===== src/design/status_led_blink_sequencer_macros.svh =====
// Assertion macros shared by the status LED blink sequencer modules.
`ifndef STATUS_LED_BLINK_SEQUENCER_MACROS_SVH
`define STATUS_LED_BLINK_SEQUENCER_MACROS_SVH

`ifndef SYNTH
`define SLBS_ASSERT_NOW(label, clk, rst, pre, post) \
   label: assert property (@(posedge clk) disable iff (rst) (pre) |-> (post)) \
      else $error("slbs assertion failed");
`define SLBS_ASSERT_NEXT(label, clk, rst, pre, post) \
   label: assert property (@(posedge clk) disable iff (rst) (pre) |=> (post)) \
      else $error("slbs assertion failed");
`else
`define SLBS_ASSERT_NOW(label, clk, rst, pre, post)
`define SLBS_ASSERT_NEXT(label, clk, rst, pre, post)
`endif

`endif


===== src/design/slbs_pkg.sv =====
`timescale 1ns / 1ps

package slbs_pkg;

   localparam int CSR_INDEX_W = 2;
   localparam int CSR_DATA_W  = 16;
   localparam int TIMER_W     = 16;
   localparam int COUNT_W     = 8;

   localparam int REQ_TDATA_W = 24;
   localparam int RSP_TDATA_W = 16;

   localparam logic [TIMER_W-1:0] BLINK_INTERVAL_RESET = 16'd100;
   localparam logic [TIMER_W-1:0] CONNECT_PULSE_RESET  = 16'd1000;

   typedef enum logic [CSR_INDEX_W-1:0] {
      CSR_BLINK_INTERVAL = 2'd0,
      CSR_CONNECT_PULSE  = 2'd1
   } csr_index_type;

   typedef struct packed {
      logic [TIMER_W-1:0] blink_interval_ms;
      logic [TIMER_W-1:0] connect_pulse_ms;
   } cfg_type;

   typedef struct packed {
      logic [7:0] elapsed_ms;
      logic [7:0] mode_number;
      logic       link_connected;
   } tick_type;

   typedef struct packed {
      logic [COUNT_W-1:0] blinks_left;
      logic               led_on;
   } result_type;

   function automatic logic [TIMER_W-1:0] sat_sub(input logic [TIMER_W-1:0] t,
                                                  input logic [7:0] d);
      logic [TIMER_W-1:0] dz;
      dz = {{(TIMER_W-8){1'b0}}, d};
      return (t > dz) ? (t - dz) : '0;
   endfunction

endpackage


===== src/design/slbs_csr.sv =====
`timescale 1ns / 1ps

module slbs_csr (
   input  logic                          clock,
   input  logic                          reset,
   input  logic                          csr_valid,
   output logic                          csr_ready,
   input  logic [slbs_pkg::CSR_INDEX_W-1:0] csr_index,
   input  logic [slbs_pkg::CSR_DATA_W-1:0]  csr_data,
   output slbs_pkg::cfg_type             cfg
);
   import slbs_pkg::*;

   logic [TIMER_W-1:0] blink_interval_ff, blink_interval_in;
   logic [TIMER_W-1:0] connect_pulse_ff, connect_pulse_in;
   logic               wr_en;

   assign csr_ready = 1'b1;
   assign wr_en     = csr_valid & csr_ready;

   // indexes past the register list fall through and are dropped
   always_comb begin
      blink_interval_in = blink_interval_ff;
      connect_pulse_in  = connect_pulse_ff;
      if (wr_en) begin
         case (csr_index_type'(csr_index))
            CSR_BLINK_INTERVAL: blink_interval_in = csr_data;
            CSR_CONNECT_PULSE:  connect_pulse_in  = csr_data;
            default: ;
         endcase
      end
   end

   always_ff @(posedge clock) begin
      if (reset) begin
         blink_interval_ff <= BLINK_INTERVAL_RESET;
         connect_pulse_ff  <= CONNECT_PULSE_RESET;
      end else begin
         blink_interval_ff <= blink_interval_in;
         connect_pulse_ff  <= connect_pulse_in;
      end
   end

   assign cfg.blink_interval_ms = blink_interval_ff;
   assign cfg.connect_pulse_ms  = connect_pulse_ff;

endmodule


===== src/design/slbs_tick.sv =====
`timescale 1ns / 1ps
`include "status_led_blink_sequencer_macros.svh"

module slbs_tick (
   input  logic                 clock,
   input  logic                 reset,
   input  logic                 tick_en,
   input  slbs_pkg::tick_type   tick,
   input  slbs_pkg::cfg_type    cfg,
   output slbs_pkg::result_type result
);
   import slbs_pkg::*;

   logic               primed_ff, primed_in;
   logic [7:0]         last_mode_ff, last_mode_in;
   logic [COUNT_W-1:0] pending_ff, pending_in;
   logic               link_seen_ff, link_seen_in;
   logic [TIMER_W-1:0] on_timer_ff, on_timer_in;
   logic [TIMER_W-1:0] off_timer_ff, off_timer_in;
   logic               led_ff, led_in;

   logic [7:0]         base_mode;
   logic               mode_chg;
   logic               link_chg;
   logic               blink_start;
   logic [TIMER_W-1:0] on_mid;
   logic [TIMER_W-1:0] off_mid;
   logic [COUNT_W-1:0] pending_mid;
   logic [TIMER_W-1:0] on_dec;

   always_comb begin
      // first tick latches the mode without blinking
      base_mode = primed_ff ? last_mode_ff : tick.mode_number;
      mode_chg  = base_mode != tick.mode_number;
      link_chg  = tick.link_connected != link_seen_ff;

      off_mid     = off_timer_ff;
      pending_mid = pending_ff;
      if (mode_chg) begin
         off_mid     = ((pending_ff != '0) || (on_timer_ff != '0)) ?
                       cfg.blink_interval_ms : '0;
         pending_mid = tick.mode_number;
      end
      on_mid = link_chg ? cfg.connect_pulse_ms : on_timer_ff;

      on_dec      = sat_sub(on_mid, tick.elapsed_ms);
      blink_start = 1'b0;

      primed_in    = 1'b1;
      last_mode_in = tick.mode_number;
      link_seen_in = tick.link_connected;
      on_timer_in  = on_mid;
      off_timer_in = off_mid;
      pending_in   = pending_mid;
      led_in       = led_ff;
      if (on_mid != '0) begin
         on_timer_in = on_dec;
         led_in      = on_dec != '0;
      end else if (off_mid != '0) begin
         off_timer_in = sat_sub(off_mid, tick.elapsed_ms);
      end else if (pending_mid != '0) begin
         blink_start  = 1'b1;
         on_timer_in  = cfg.blink_interval_ms;
         off_timer_in = cfg.blink_interval_ms;
         pending_in   = pending_mid - 1'b1;
      end
   end

   always_ff @(posedge clock) begin
      if (reset) begin
         primed_ff    <= 1'b0;
         last_mode_ff <= '0;
         pending_ff   <= '0;
         link_seen_ff <= 1'b0;
         on_timer_ff  <= '0;
         off_timer_ff <= '0;
         led_ff       <= 1'b0;
      end else if (tick_en) begin
         primed_ff    <= primed_in;
         last_mode_ff <= last_mode_in;
         pending_ff   <= pending_in;
         link_seen_ff <= link_seen_in;
         on_timer_ff  <= on_timer_in;
         off_timer_ff <= off_timer_in;
         led_ff       <= led_in;
      end
   end

   assign result.led_on      = led_in;
   assign result.blinks_left = pending_in;

   `SLBS_ASSERT_NEXT(a_primed_sticky, clock, reset, primed_ff, primed_ff)
   `SLBS_ASSERT_NOW(a_pending_grows_on_mode, clock, reset,
                    tick_en && (pending_in > pending_ff), mode_chg)
   `SLBS_ASSERT_NOW(a_on_timer_grows_on_start, clock, reset,
                    tick_en && (on_timer_in > on_timer_ff), link_chg || blink_start)
   `SLBS_ASSERT_NEXT(a_led_holds_idle, clock, reset,
                     !tick_en, $stable(led_ff) && $stable(pending_ff))

endmodule


===== src/design/slbs_rsp_reg.sv =====
`timescale 1ns / 1ps
`include "status_led_blink_sequencer_macros.svh"

module slbs_rsp_reg (
   input  logic                 clock,
   input  logic                 reset,
   input  logic                 req_tvalid,
   output logic                 req_tready,
   output logic                 tick_en,
   input  slbs_pkg::result_type result,
   output logic                 rsp_tvalid,
   input  logic                 rsp_tready,
   output slbs_pkg::result_type rsp_result
);
   import slbs_pkg::*;

   logic       valid_ff, valid_in;
   result_type data_ff, data_in;

   // take a new beat when the register is empty or the held result leaves in the same cycle
   assign req_tready = !valid_ff || rsp_tready;
   assign tick_en    = req_tvalid && req_tready;

   always_comb begin
      valid_in = tick_en || (valid_ff && !rsp_tready);
      data_in  = tick_en ? result : data_ff;
   end

   always_ff @(posedge clock) begin
      if (reset) begin
         valid_ff <= 1'b0;
      end else begin
         valid_ff <= valid_in;
      end
   end

   always_ff @(posedge clock) begin
      data_ff <= data_in;
   end

   assign rsp_tvalid = valid_ff;
   assign rsp_result = data_ff;

   `SLBS_ASSERT_NEXT(a_accept_gives_result, clock, reset, tick_en, valid_ff)
   `SLBS_ASSERT_NOW(a_no_accept_when_full, clock, reset,
                    valid_ff && !rsp_tready, !tick_en)

endmodule


===== src/design/status_led_blink_sequencer.sv =====
`timescale 1ns / 1ps
// Channel   Direction  Content
// req_      in         tdata: elapsed_ms[7:0], mode_number[15:8], link_connected[16]
// rsp_      out        tdata: led_on[0], blinks_left[8:1]
// csr_      in         csr_index selects the register, csr_data carries the value
//
// One result per tick beat, in the cycle after it is accepted; a new beat is
// taken every cycle unless the result is stalled. The tick logic is a single
// pass from the request beat into the result register. Reset is synchronous
// and restores register defaults and cleared state. A stalled result holds
// and blocks only the next beat; csr writes are always taken.

module status_led_blink_sequencer (
   input  logic                                clock,
   input  logic                                reset,
   input  logic                                req_tvalid,
   output logic                                req_tready,
   // elapsed_ms [7:0], mode_number [15:8], link_connected [16], zero [23:17]
   input  logic [slbs_pkg::REQ_TDATA_W-1:0]    req_tdata,
   output logic                                rsp_tvalid,
   input  logic                                rsp_tready,
   // led_on [0], blinks_left [8:1], zero [15:9]
   output logic [slbs_pkg::RSP_TDATA_W-1:0]    rsp_tdata,
   input  logic                                csr_valid,
   output logic                                csr_ready,
   input  logic [slbs_pkg::CSR_INDEX_W-1:0]    csr_index,
   input  logic [slbs_pkg::CSR_DATA_W-1:0]     csr_data
);
   import slbs_pkg::*;

   cfg_type    cfg;
   tick_type   tick;
   result_type result;
   result_type rsp_result;
   logic       tick_en;

   assign tick.elapsed_ms     = req_tdata[7:0];
   assign tick.mode_number    = req_tdata[15:8];
   assign tick.link_connected = req_tdata[16];

   slbs_csr u_csr (
      .clock     (clock),
      .reset     (reset),
      .csr_valid (csr_valid),
      .csr_ready (csr_ready),
      .csr_index (csr_index),
      .csr_data  (csr_data),
      .cfg       (cfg)
   );

   slbs_tick u_tick (
      .clock   (clock),
      .reset   (reset),
      .tick_en (tick_en),
      .tick    (tick),
      .cfg     (cfg),
      .result  (result)
   );

   slbs_rsp_reg u_rsp (
      .clock      (clock),
      .reset      (reset),
      .req_tvalid (req_tvalid),
      .req_tready (req_tready),
      .tick_en    (tick_en),
      .result     (result),
      .rsp_tvalid (rsp_tvalid),
      .rsp_tready (rsp_tready),
      .rsp_result (rsp_result)
   );

   assign rsp_tdata = {{(RSP_TDATA_W-COUNT_W-1){1'b0}},
                       rsp_result.blinks_left, rsp_result.led_on};

endmodule

===== config.mk =====
export PLATFORM = sky130hd
export DESIGN_NAME = status_led_blink_sequencer
export DESIGN_NICKNAME = d
export VERILOG_FILES = /design/src/design/slbs_pkg.sv /design/src/design/slbs_csr.sv /design/src/design/slbs_tick.sv /design/src/design/slbs_rsp_reg.sv /design/src/design/status_led_blink_sequencer.sv
export VERILOG_INCLUDE_DIRS = /design/src /design/src/design
export SDC_FILE = /design/constraint.sdc
export NUM_CORES = 1
export LEC_CHECK = 0
export BUFFER_PORTS_ARGS = -buffer_cell sky130_fd_sc_hd__buf_2
export CAP_MARGIN = 25
export CELL_PAD_IN_SITES_DETAIL_PLACEMENT = 1
export CELL_PAD_IN_SITES_GLOBAL_PLACEMENT = 2
export CORE_AREA = 10 10 143 145
export CTS_BUF_LIST = sky130_fd_sc_hd__clkbuf_4 sky130_fd_sc_hd__clkbuf_8
export DETAILED_ROUTE_END_ITERATION = 8
export DIE_AREA = 0 0 153 155
export PLACE_DENSITY = 0.9
export SYNTH_ARGS = -nofsm -noshare
export SYNTH_HDL_FRONTEND = slang
export SYNTH_SLANG_ARGS = --single-unit

===== constraint.sdc =====
create_clock -name clock -period 5.5 [get_ports clock]
set_input_delay 0.55 -clock clock [delete_from_list [all_inputs] [get_ports clock]]
set_output_delay 0.55 -clock clock [all_outputs]
set_load 0.005 [all_outputs]

==> results.sh <==
export IMPL_cp_end_kind="register"
export IMPL_maxSlewViolCount=0
export IMPL_ys_seq_elements=93
export IMPL_grt_pass1_wl_um=33700
export IMPL_netlist_top_cells_area="dfxtp_1, nand2_1, mux2i_1"
export IMPL_core_area_um2=17700
export IMPL_drt_iter0_markers=468
export IMPL_vdd_drop_max_v=0.000163
export IMPL_hpwl_um=15500
export IMPL_via_per_inst=5.74
export IMPL_h_tree_depth=3
export IMPL_nNetsFinal=904
export IMPL_ios=66
export IMPL_synth_top_area_share_pct=26.8
export IMPL_synth_area_um2=6270
export IMPL_swShare_pct=37.1
export IMPL_place_area_um2=6680
export IMPL_timing_final_crit_share_pct=85.0
export IMPL_rows=49
export IMPL_dp_slack_ns=0.927
export IMPL_grt_max_degree=66
export IMPL_yosysMostFrequentCell="nand2_1"
export IMPL_finalSetupViolCount=0
export IMPL_synthTopCellsByCount="nand2_1, dfxtp_1, nor2_1, a21oi_1, o21ai_0"
export IMPL_port_buffers=50
export IMPL_maxCapViolations=0
export IMPL_routed_wl_um=21100
export IMPL_drtAntennaViolNets=0
export IMPL_synth_top_area_cell="dfxtp_1"
export IMPL_firstDrtPassIters=5
export IMPL_die_h_um=155
export IMPL_clock_skew_ns=0.0216
export IMPL_clk_pin_slew_ns=0.11
export IMPL_report_final_hold_viol_count=0
export IMPL_p_sw_mw=0.680
export IMPL_yosys_cell_types_count=79
export IMPL_grt_ovfl_total=0
export IMPL_synthMuxAreaShare_pct=6.53
export IMPL_synthCells=808
export IMPL_worst_ep_required_time_ns=5.79
export IMPL_async_flop_share_pct=0
export IMPL_relSlewSlack_pct=43.2
export IMPL_die_area_um2=23700
export IMPL_syn_to_final_growth_pct=9.62
export IMPL_leakage_nw=2.72
export IMPL_cts_hold_buffers=0
export IMPL_cts_buffers=9
export IMPL_arrival_ns=4.97
export IMPL_gp_congestion=0.851
export IMPL_power_share_clock_pct=25.7
export IMPL_fin_util_pct=38.9
export IMPL_sequentialPowerShare_pct=42.7
export IMPL_postCtsSetupRepairBufs=0
export IMPL_hp_class="in -> reg"
export IMPL_cts_root_buf="clkbuf_8"
export IMPL_clk_path_buf_depth=2
export IMPL_status="finished, final reports clean"
export IMPL_synthSimpleGateAreaFrac_pct=26.7
export IMPL_crit_type="reg -> reg"
export IMPL_syn_mean_instance_area_um2=7.76
export IMPL_internal_power_mw=1.15
export IMPL_initial_core_util_pct=35.5
export IMPL_comb_power_share_pct=31.6
export IMPL_yosysSeqAreaShare_pct=31.1
export IMPL_fin_ws_ns=0.824
export IMPL_drc_errors=0
export IMPL_vias=6146
export IMPL_die_x_um=153
export IMPL_tritoncts="done"
export IMPL_antenna_found_initial=0
export IMPL_rsz0062_at_grt="false"
export IMPL_fillers=2212
export IMPL_grt_pass1_vias=6123
export IMPL_powerDensity_nw_per_um2=267
export IMPL_cts_sinks=93
export IMPL_synth_edf_count=9
export IMPL_clkLatencyLatePin_ns=0.39
export IMPL_dpl_cell_count=1055
export IMPL_synth_adder_area_share_pct=4.23
export IMPL_critPathMaxFanout=8
export IMPL_stdcell_area_um2=6870
export IMPL_tns_ns=0
export IMPL_grt_usage_pct=17.2
export IMPL_post_cts_resized=0
export IMPL_stdcell_count=1071
export IMPL_min_period_ns=4.68
export IMPL_wl_per_cell_um=19.7
export IMPL_synth_compound_area_share_pct=22.1
export IMPL_fmax_mhz=214
export IMPL_drive_above_1_share_pct=14.1
export IMPL_antenna_cells=0
export IMPL_synthXorXnorAreaFrac_pct=3.73
export IMPL_synth_flop_cell="dfxtp_1"
export IMPL_yosys_warnings=0
export IMPL_startpoint_type="register"
export IMPL_synth_top_family_by_area="simple AND/OR/NAND/NOR gates"
export IMPL_tightest_slew_ns=0.847
## final timing paths
path | from | to | slack, ns | cells after the start
max reg2reg | u_tick.on_timer_ff[11] | u_tick.off_timer_ff[0] | 0.82 | 15
max | u_tick.on_timer_ff[11] | u_tick.off_timer_ff[0] | 0.82 | 15
min reg2reg | u_tick.last_mode_ff[5] | u_tick.last_mode_ff[5] | 0.48 | 2
min | csr_data[7] | u_csr.connect_pulse_ff[7] | 0.40 | 3
## layout make-up
cell class              instances  area (um^2)  share of cell area (%)
clock inverters                 4         31.3                   0.455
flip-flops and latches         93         1950                    28.4
multi-input cells             648         4010                    58.3
clock buffers                  12          159                    2.31
repair buffers                 64          355                    5.17
inverters                      21         78.8                    1.15
well taps                     229          287                    4.17
## worst max-delay path: stages (launching register included)
cell      delay [ns]
dfxtp_1         0.37
nor4_1          0.62
nand4_1         0.41
nor2_1          0.46
nor3b_1         0.11
a21oi_1         0.23
ha_1            0.21
inv_1           0.06
fa_1            0.44
a21o_1          0.19
a21oi_1         0.27
o211ai_1        0.21
nand3_1         0.12
o22ai_1         0.23
a221o_1         0.40
o221a_2         0.24
## power by group through the flow
stage,Sequential [mW],Clock [mW],Combinational [mW]
after global routing,0.788,0.509,0.643
after CTS,0.781,0.480,0.574
after floorplan,0.781,0,0.421
final,0.782,0.472,0.578
after detailed placement,0.797,0,0.570
after global placement,0.795,0,0.560
## layout by cell type (no fill, tap or decap), types with 4 or more instances in the layout
master and n:
nand2_1 146, dfxtp_1 84, nor2_1 63, a21oi_1 59, buf_2 50, o21ai_0 40
mux2i_1 33, nor3_1 32, nand3_1 23, nor4_1 21, inv_1 20, ha_1 18
o21a_1 17, a211oi_1 16, xnor2_1 15, buf_4 14, nand4_1 13, clkbuf_8 11
a221oi_1 9, edfxtp_1 9, a21o_1 8, xor2_1 8, conb_1 8, or3_1 7
mux2_2 7, or2_2 7, a311oi_1 7, o31a_1 6, nor3b_1 5, and4_2 5
nor4b_1 4, o31ai_1 4
## flip-flops by register name, indices dropped and copies added (netlist names)
register                 count
u_rsp.rsp_tvalid             1
u_tick.pending_ff            8
u_tick.led_ff                1
u_tick.last_mode_ff          8
u_rsp.rsp_result             9
u_csr.connect_pulse_ff      16
u_tick.link_seen_ff          1
u_csr.blink_interval_ff     16
u_tick.primed_ff             1
u_tick.on_timer_ff          16
u_tick.off_timer_ff         16
## logic make-up (layout without fill, tap and decap cells)
family,count (synthesis),count (layout)
fa+ha+maj,20,20
buf+inv,73,101
simple gates,348,348
compound gates,207,207
mux,40,40
flops,93,93
other cells,2,8
xor+xnor,25,25
## through the flow
| stage | power, mW | hold slack [ns] |
|---|---|---|
| CTS | 1.84 | 0.381 |
| global route | 1.94 | 0.402 |
| finish | 1.83 | 0.396 |
| global placement | 1.35 | 0.456 |
| floorplan | 1.20 | 0.449 |
| detailed placement | 1.37 | 0.465 |
## per-layer routing
metal / global-route usage [%] / wire, um / vias to the layer above / share of wire (%)
met5: 0 / 0 / - / 0
met4: 5.27 / 301 / 0 / 1.4
met3: 2.70 / 821 / 23 / 3.9
met2: 28.4 / 9970 / 139 / 47
met1: 22.5 / 10100 / 2992 / 48
li1: - / - / 2992 / -
No activity file was read; power rests on OpenSTA's default activity.
